$ cat config.mk
export PLATFORM = sky130hd
export DESIGN_NAME = advertising_service_uuid_finder_top
export DESIGN_NICKNAME = d
export VERILOG_FILES = /design/src/sv/auf_pkg.sv /design/src/sv/advertising_service_uuid_finder_top.sv /design/src/sv/auf_cfg.sv /design/src/sv/auf_parse.sv
export VERILOG_INCLUDE_DIRS = /design/src /design/src/sv
export SDC_FILE = /design/constraint.sdc
export NUM_CORES = 1
export LEC_CHECK = 0
export ABC_AREA = 1
export ABC_CLOCK_PERIOD_IN_PS = 4200
export BUFFER_PORTS_ARGS = -buffer_cell sky130_fd_sc_hd__clkbuf_2
export CAP_MARGIN = 20
export CORE_MARGIN = 4
export CORE_UTILIZATION = 45
export CTS_CLUSTER_DIAMETER = 50
export DETAILED_ROUTE_END_ITERATION = 6
export HOLD_SLACK_MARGIN = 0.03
export PLACE_DENSITY = 0.66
export SLEW_MARGIN = 20
export SYNTH_ARGS = -nofsm -noshare
export SYNTH_HDL_FRONTEND = slang
export SYNTH_HIERARCHICAL = 1
export SYNTH_SLANG_ARGS = --single-unit
$ cat constraint.sdc
create_clock -name clk -period 4.2 [get_ports clk]
set_clock_uncertainty 0.2 [all_clocks]
set_input_delay 0.42 -clock clk [delete_from_list [all_inputs] [get_ports clk]]
set_output_delay 0.42 -clock clk [all_outputs]
set_load 0.01 [all_outputs]
$ cat src/sv/advertising_service_uuid_finder_top_assert.svh
// assertion macros for the advertising service uuid finder
`ifndef ADVERTISING_SERVICE_UUID_FINDER_TOP_ASSERT_SVH
`define ADVERTISING_SERVICE_UUID_FINDER_TOP_ASSERT_SVH

// consequent must hold in the same cycle as the antecedent
`define AUF_ASSERT_SAME(lbl, ante, cons, msg) \
    lbl: assert property (@(posedge clk) disable iff (!rst_n) (ante) |-> (cons)) \
        else $error(msg);

// consequent must hold in the cycle after the antecedent
`define AUF_ASSERT_NEXT(lbl, ante, cons, msg) \
    lbl: assert property (@(posedge clk) disable iff (!rst_n) (ante) |=> (cons)) \
        else $error(msg);

`endif

$ cat src/sv/auf_pkg.sv
`timescale 1ns / 1ps

package auf_pkg;

    localparam int unsigned UUID_BYTES = 16;
    localparam int unsigned UUID_W     = 8 * UUID_BYTES;
    localparam int unsigned CFG_W      = 64;
    localparam int unsigned ADDR_W     = 4;

    localparam logic [7:0] TYPE_PARTIAL_128  = 8'h06;
    localparam logic [7:0] TYPE_COMPLETE_128 = 8'h07;

    // register select bit of paddr
    localparam logic REG_UUID_LOW  = 1'b0;
    localparam logic REG_UUID_HIGH = 1'b1;

    typedef enum logic [1:0] {
        PH_LENGTH = 2'd0,
        PH_TYPE   = 2'd1,
        PH_DATA   = 2'd2
    } auf_phase_t;

    typedef struct packed {
        logic done;
        logic found;
    } auf_result_t;

endpackage

$ cat src/sv/advertising_service_uuid_finder_top.sv
`timescale 1ns / 1ps
// channel  | handshake                  | payload
// ---------+----------------------------+-------------------------
// in       | in_valid / in_stall        | ad_byte[7:0], last_byte
// out      | out_valid / out_stall      | service_found
// cfg      | psel penable pwrite pready | paddr[3:0], pwdata[63:0]
//
// one word a cycle sustained unless a last word waits on a stalled result; an input register
// feeds the byte parser, the result register holds the verdict of each payload
// a last word moves from input register to result register, held while a result is stalled
// rst_n is asynchronous, clears parse state, uuid registers and both valids
// in_stall rises only when a last word waits and the pending result is stalled
// uuid registers at byte address 0 (bytes 0..7) and 8 (bytes 8..15)

module advertising_service_uuid_finder_top
    import auf_pkg::*;
(
    input  logic              clk,
    input  logic              rst_n,
    // input words
    input  logic              in_valid,
    output logic              in_stall,
    input  logic [7:0]        ad_byte,
    input  logic              last_byte,
    // results
    output logic              out_valid,
    input  logic              out_stall,
    output logic              service_found,
    // configuration
    input  logic              psel,
    input  logic              penable,
    input  logic              pwrite,
    input  logic [ADDR_W-1:0] paddr,
    input  logic [CFG_W-1:0]  pwdata,
    output logic [CFG_W-1:0]  prdata,
    output logic              pready
);

    // input register
    logic        in_valid_reg;
    logic [7:0]  in_byte_reg;
    logic        in_last_reg;

    // result register
    logic        out_valid_reg, out_valid_next;
    logic        found_reg;

    logic              blocked;
    logic              advance;
    logic              result_taken;
    logic [UUID_W-1:0] uuid;
    auf_result_t       result;

    auf_cfg u_cfg (
        .clk     (clk),
        .rst_n   (rst_n),
        .psel    (psel),
        .penable (penable),
        .pwrite  (pwrite),
        .paddr   (paddr),
        .pwdata  (pwdata),
        .prdata  (prdata),
        .pready  (pready),
        .uuid    (uuid)
    );

    // a last word may only move on when the result register can take it
    assign blocked  = in_last_reg && out_valid_reg && out_stall;
    assign advance  = in_valid_reg && !blocked;
    assign in_stall = in_valid_reg && blocked;

    always_ff @(posedge clk or negedge rst_n)
    begin
        if (!rst_n)
            in_valid_reg <= 1'b0;
        else if (!in_stall)
            in_valid_reg <= in_valid;
    end

    // payload needs no reset
    always_ff @(posedge clk)
    begin
        if (in_valid && !in_stall)
        begin
            in_byte_reg <= ad_byte;
            in_last_reg <= last_byte;
        end
    end

    auf_parse u_parse (
        .clk       (clk),
        .rst_n     (rst_n),
        .step      (advance),
        .ad_byte   (in_byte_reg),
        .last_byte (in_last_reg),
        .uuid      (uuid),
        .result    (result)
    );

    // hold while stalled, drop once taken, reload on a finished payload
    always_comb
    begin
        out_valid_next = out_valid_reg && out_stall;
        if (result.done)
            out_valid_next = 1'b1;
    end

    always_ff @(posedge clk or negedge rst_n)
    begin
        if (!rst_n)
            out_valid_reg <= 1'b0;
        else
            out_valid_reg <= out_valid_next;
    end

    always_ff @(posedge clk)
    begin
        if (result.done)
            found_reg <= result.found;
    end

    assign out_valid     = out_valid_reg;
    assign service_found = found_reg;

    // result word leaves at this edge
    assign result_taken = out_valid_reg && !out_stall;

`include "advertising_service_uuid_finder_top_assert.svh"

    `AUF_ASSERT_NEXT(a_last_gives_result, advance && in_last_reg, out_valid_reg, "last word lost")
    `AUF_ASSERT_SAME(a_stall_when_blocked, in_stall, out_valid_reg && out_stall, "stray stall")
    `AUF_ASSERT_NEXT(a_taken_clears, result_taken && !result.done, !out_valid_reg, "repeat")

endmodule

$ cat src/sv/auf_cfg.sv
`timescale 1ns / 1ps

module auf_cfg
    import auf_pkg::*;
(
    input  logic                      clk,
    input  logic                      rst_n,
    input  logic                      psel,
    input  logic                      penable,
    input  logic                      pwrite,
    input  logic [ADDR_W-1:0]         paddr,
    input  logic [CFG_W-1:0]          pwdata,
    output logic [CFG_W-1:0]          prdata,
    output logic                      pready,
    output logic [UUID_W-1:0]         uuid
);

    logic [CFG_W-1:0] uuid_low_reg;
    logic [CFG_W-1:0] uuid_high_reg;
    logic             wr_en;

    assign pready = 1'b1;
    assign wr_en  = psel && penable && pwrite;

    // byte lanes below the register select are ignored
    always_ff @(posedge clk or negedge rst_n)
    begin
        if (!rst_n)
        begin
            uuid_low_reg  <= '0;
            uuid_high_reg <= '0;
        end
        else if (wr_en)
        begin
            unique case (paddr[3])
                REG_UUID_LOW:  uuid_low_reg  <= pwdata;
                REG_UUID_HIGH: uuid_high_reg <= pwdata;
                default:       uuid_low_reg  <= uuid_low_reg;
            endcase
        end
    end

    always_comb
    begin
        unique case (paddr[3])
            REG_UUID_LOW:  prdata = uuid_low_reg;
            REG_UUID_HIGH: prdata = uuid_high_reg;
            default:       prdata = '0;
        endcase
    end

    assign uuid = {uuid_high_reg, uuid_low_reg};

    // low address bits are not decoded
    logic unused_addr;
    assign unused_addr = ^paddr[2:0];

endmodule

$ cat src/sv/auf_parse.sv
`timescale 1ns / 1ps

module auf_parse
    import auf_pkg::*;
(
    input  logic              clk,
    input  logic              rst_n,
    input  logic              step,
    input  logic [7:0]        ad_byte,
    input  logic              last_byte,
    input  logic [UUID_W-1:0] uuid,
    output auf_result_t       result
);

    auf_phase_t phase_reg, phase_next;
    logic [7:0] left_reg, left_next;
    logic [4:0] pos_reg, pos_next;
    logic       matching_reg, matching_next;
    logic       latched_reg, latched_next;

    logic [7:0] left_dec;
    logic [7:0] expect_byte;
    logic       type_hit;
    logic       cmp_active;
    logic       byte_ok;

    assign left_dec    = left_reg - 8'd1;
    assign expect_byte = uuid[{pos_reg[3:0], 3'b000} +: 8];
    assign type_hit    = (ad_byte == TYPE_PARTIAL_128) || (ad_byte == TYPE_COMPLETE_128);
    assign cmp_active  = matching_reg && (pos_reg < 5'(UUID_BYTES));
    assign byte_ok     = matching_reg && (ad_byte == expect_byte);

    // phase sequencing
    always_comb
    begin
        unique case (phase_reg)
            PH_TYPE:
                phase_next = (left_dec == 8'd0) ? PH_LENGTH : PH_DATA;
            PH_DATA:
                phase_next = (left_dec == 8'd0) ? PH_LENGTH : PH_DATA;
            default:
                phase_next = (ad_byte == 8'd0) ? PH_LENGTH : PH_TYPE;
        endcase
    end

    // counters and match tracking
    always_comb
    begin
        left_next     = left_reg;
        pos_next      = pos_reg;
        matching_next = matching_reg;
        latched_next  = latched_reg;
        unique case (phase_reg)
            PH_TYPE:
            begin
                left_next     = left_dec;
                pos_next      = '0;
                matching_next = type_hit && (left_dec >= 8'(UUID_BYTES));
            end
            PH_DATA:
            begin
                if (cmp_active)
                begin
                    matching_next = byte_ok;
                    pos_next      = pos_reg + 5'd1;
                    if (byte_ok && (pos_reg == 5'(UUID_BYTES - 1)))
                        latched_next = 1'b1;
                end
                left_next = left_dec;
                if (left_dec == 8'd0)
                    matching_next = 1'b0;
            end
            default:
            begin
                matching_next = 1'b0;
                pos_next      = '0;
                left_next     = ad_byte;
            end
        endcase
    end

    assign result.done  = step && last_byte;
    assign result.found = latched_next;

    always_ff @(posedge clk or negedge rst_n)
    begin
        if (!rst_n)
        begin
            phase_reg    <= PH_LENGTH;
            left_reg     <= '0;
            pos_reg      <= '0;
            matching_reg <= 1'b0;
            latched_reg  <= 1'b0;
        end
        else if (step)
        begin
            if (last_byte)
            begin
                phase_reg    <= PH_LENGTH;
                left_reg     <= '0;
                pos_reg      <= '0;
                matching_reg <= 1'b0;
                latched_reg  <= 1'b0;
            end
            else
            begin
                phase_reg    <= phase_next;
                left_reg     <= left_next;
                pos_reg      <= pos_next;
                matching_reg <= matching_next;
                latched_reg  <= latched_next;
            end
        end
    end

endmodule

==> reports/metrics.cfg <==
[synth]
synth_simple_gate_area_frac=0.429
synth-seq-cells=157
synth_fp_nets=1384
synth_top_family_by_area=simple AND/OR/NAND/NOR gates
synth-xor-area-share=0.00394
synth_mux_area_frac=0
synth_seq_area_share=0.447
ys_types=36
synth_compound_area_frac=0.0292
synth_fa_ha_area_frac=0.00844
yosysWarnings=6
postSynthCellCount=1294
synth_area_per_cell_sq_um=6.88
synth_area_sq_mm=0.00890

[cts]
ctsHtreeMaxLevel=4
numCtsBuffers=17
insertion_delay_ns=0.43
clk_pin_slew_ns=0.06
cts_max_path_buffers=2
clock-sinks=157
clockRootBuffer=clkbuf_16
cts_setup_buffers=0
cts_tree=done

[route]
route.met3.wl_mm=1.74
via_per_inst=5.10
wl_per_cell_um=15.6
drt_wl_total_mm=26.6
wl_met1_mm=11.4
wl_met2_mm=12.7
top_layer_used=met4
ant_nets=0
drt_iter0_drc=824
drtPass1Iterations=5
drc=0
vias=8658

[worst_setup_path]
crit_path_max_fanout=67
cpMostUsedCell=buf_4
r2r_slack_ns=1.38
start_kind=input port
cp_data_required_time_ns=3.58
worstSetupPathType=in -> out
worstPathCellList=buf_4 > buf_4 > buf_4 > nand2_1 > nand2_1 > clkbuf_2
slowest_delay_ns=0.67
reg2regPathDepth=13
end_kind=output pin
worstReg2RegEnd=u_parse/latched_reg$_DFFE_PN0P_
reg2reg_from=u_parse/pos_reg[0]$_DFFE_PN0P_
slowest_stage=buf_4
cp.arrival_ns=2.21

[pwr]
p_per_area_mw_per_mm2=473
p_int_mw=3.21
power.switching_mw=1.75
peakVddDrop_uv=270
p_clk_frac=0.303
p_seq_frac=0.417
p_leak_nw=5.82
comb_power_share=0.280
netSwitchingFraction=0.353

[hold_path]
whs_path_depth=3
hp-start=pwdata[4]
min_path_type=in -> reg
min_to=u_cfg/uuid_high_reg[4]$_DFFE_PN0P_

[global_route]
overflow=0
grt_pass1_vias=8206
antenna_found_initial=0
grt_pass1_wl_mm=42.9
grt_usage=0.244
grt_max_degree=101

[final_layout]
fillCellCount=1993
layout-drive-gt1-share=0.142
fin_cells=1698
nets=1511
diodes=0
multi_input_area_sq_mm=0.00420
area_growth_pct=17.6
fin_area_sq_mm=0.0105
regArea_sq_mm=0.00398

[placement]
port_buffers=147
post-place-cells=1638
dp_hpwl_mm=17.3
place.gp.congestion=0.874
placed_cell_area_sq_mm=0.00962

[floorplan]
start_util=0.457
die-area_sq_mm=0.0221
die_width_um=149
die_y_um=149
placement_rows=51
io-pin-count=152
core_area_sq_mm=0.0195

[timing]
relSlewSlack=0.457
fin_crit_sh=0.673
rsz0062_at_grt=no
period_needed_ns=2.83
fmax_mhz=354
setup_tns_ns=0
worst_pin_slew_ns=0.815
hold_viol=0
setup_viol=0
final_max_slew_viol_count=0

[outcome]
outcome=completed

[run]
drv_cap=0

[worst max path at each step]
stage / slack (ns) / from / end
floorplan: 2.20 / u_parse/pos_reg[0]$_DFFE_PN0P_ / service_found$_DFFE_PP_
global route: 1.10 / u_parse/pos_reg[0]$_DFFE_PN0P_ / u_parse/latched_reg$_DFFE_PN0P_
CTS: 1.40 / paddr[3] / prdata[19]
finish: 1.37 / paddr[3] / prdata[19]
global placement: 1.40 / paddr[3] / prdata[30]
detailed placement: 1.40 / paddr[3] / prdata[27]
[power groups by stage]
stage	combinational, mW	clock [mW]	sequential [mW]
after floorplan	0.961	0	2.00
after global placement	1.33	0	2.08
after detailed placement	1.35	0	2.09
after CTS	1.38	1.52	2.06
after global routing	1.58	1.60	2.10
final	1.39	1.50	2.07
[stage by stage]
step	setup slack, ns	hold slack [ns]	utilization	power, mW
final	1.37	0.0396	0.538	4.95
after global routing	1.10	0.0330	0.538	5.28
after CTS	1.40	0.0308	0.538	4.97
after detailed placement	1.40	0.270	0.494	3.44
after global placement	1.40	0.270	0.494	3.41
after floorplan	2.20	-0.0756	-	2.96
[synth_stat cells (all sizes together)]
cell	n	area, sq um
nand2	670	2520
nand3	186	951
dfrtp	147	3680
inv	67	257
nor2	67	274
buf	57	377
clkbuf	21	78.8
o21ai	19	95.1
a21oi	11	55.1
edfxtp	10	300
nand4	8	56.3
o221ai	8	70.1
ha	6	75.1
clkinv	3	12.5
xor2	3	26.3
nor3	2	10.0
o211ai	2	20.0
o22ai	2	12.5
a21o	1	7.51
conb	1	3.75
nor4	1	6.26
or2	1	6.26
xnor2	1	8.76
[cell families after synthesis]
kind of cell / Yosys count
AO/OA/AOI/OAI: 43
XOR/XNOR: 4
adder cells (fa/ha/maj): 6
buffers and inverters: 148
flip-flops: 157
other: 1
AND/OR/NAND/NOR: 935
[metal layers]
| layer | vias to the layer above | global-route usage |
|---|---|---|
| li1 | 4303 | - |
| met1 | 4017 | 0.332 |
| met2 | 292 | 0.399 |
| met3 | 46 | 0.0387 |
| met4 | 0 | 0.0850 |
| met5 | - | 0 |
[layout by cell type (no fill, tap or decap), drive strengths merged, types with 2 or more instances in the layout]
cell type and instances:
o221ai 8, clkbuf 168, buf 12, o21ai 19, nand3 186, dlygate4sd3 29, nand4 8, o22ai 2
nor2 67, inv 66, dfrtp 147, ha 6, o211ai 2, bufinv 2, edfxtp 10, a21oi 11
nor3 2, xor2 3, nand2 670, clkinv 10
[layout make-up]
type | instances | share of cell area
repair buffers | 186 | 0.107
multi-input cells | 989 | 0.401
well taps | 265 | 0.0317
clock inverters | 8 | 0.00896
flip-flops and latches | 157 | 0.380
inverters | 70 | 0.0258
clock buffers | 23 | 0.0447
[critical path: cells and delay by family]
kind | cells | cell delay, ns
AND/OR/NAND/NOR | 2 | 0.26
buffers and inverters | 4 | 1.47
[repair_timing]
action,in CTS,in global routing
hold buffers,29,0
resized for setup,0,0
endpoints found under the hold margin,118,0
Power figures use the tool's default switching activity.
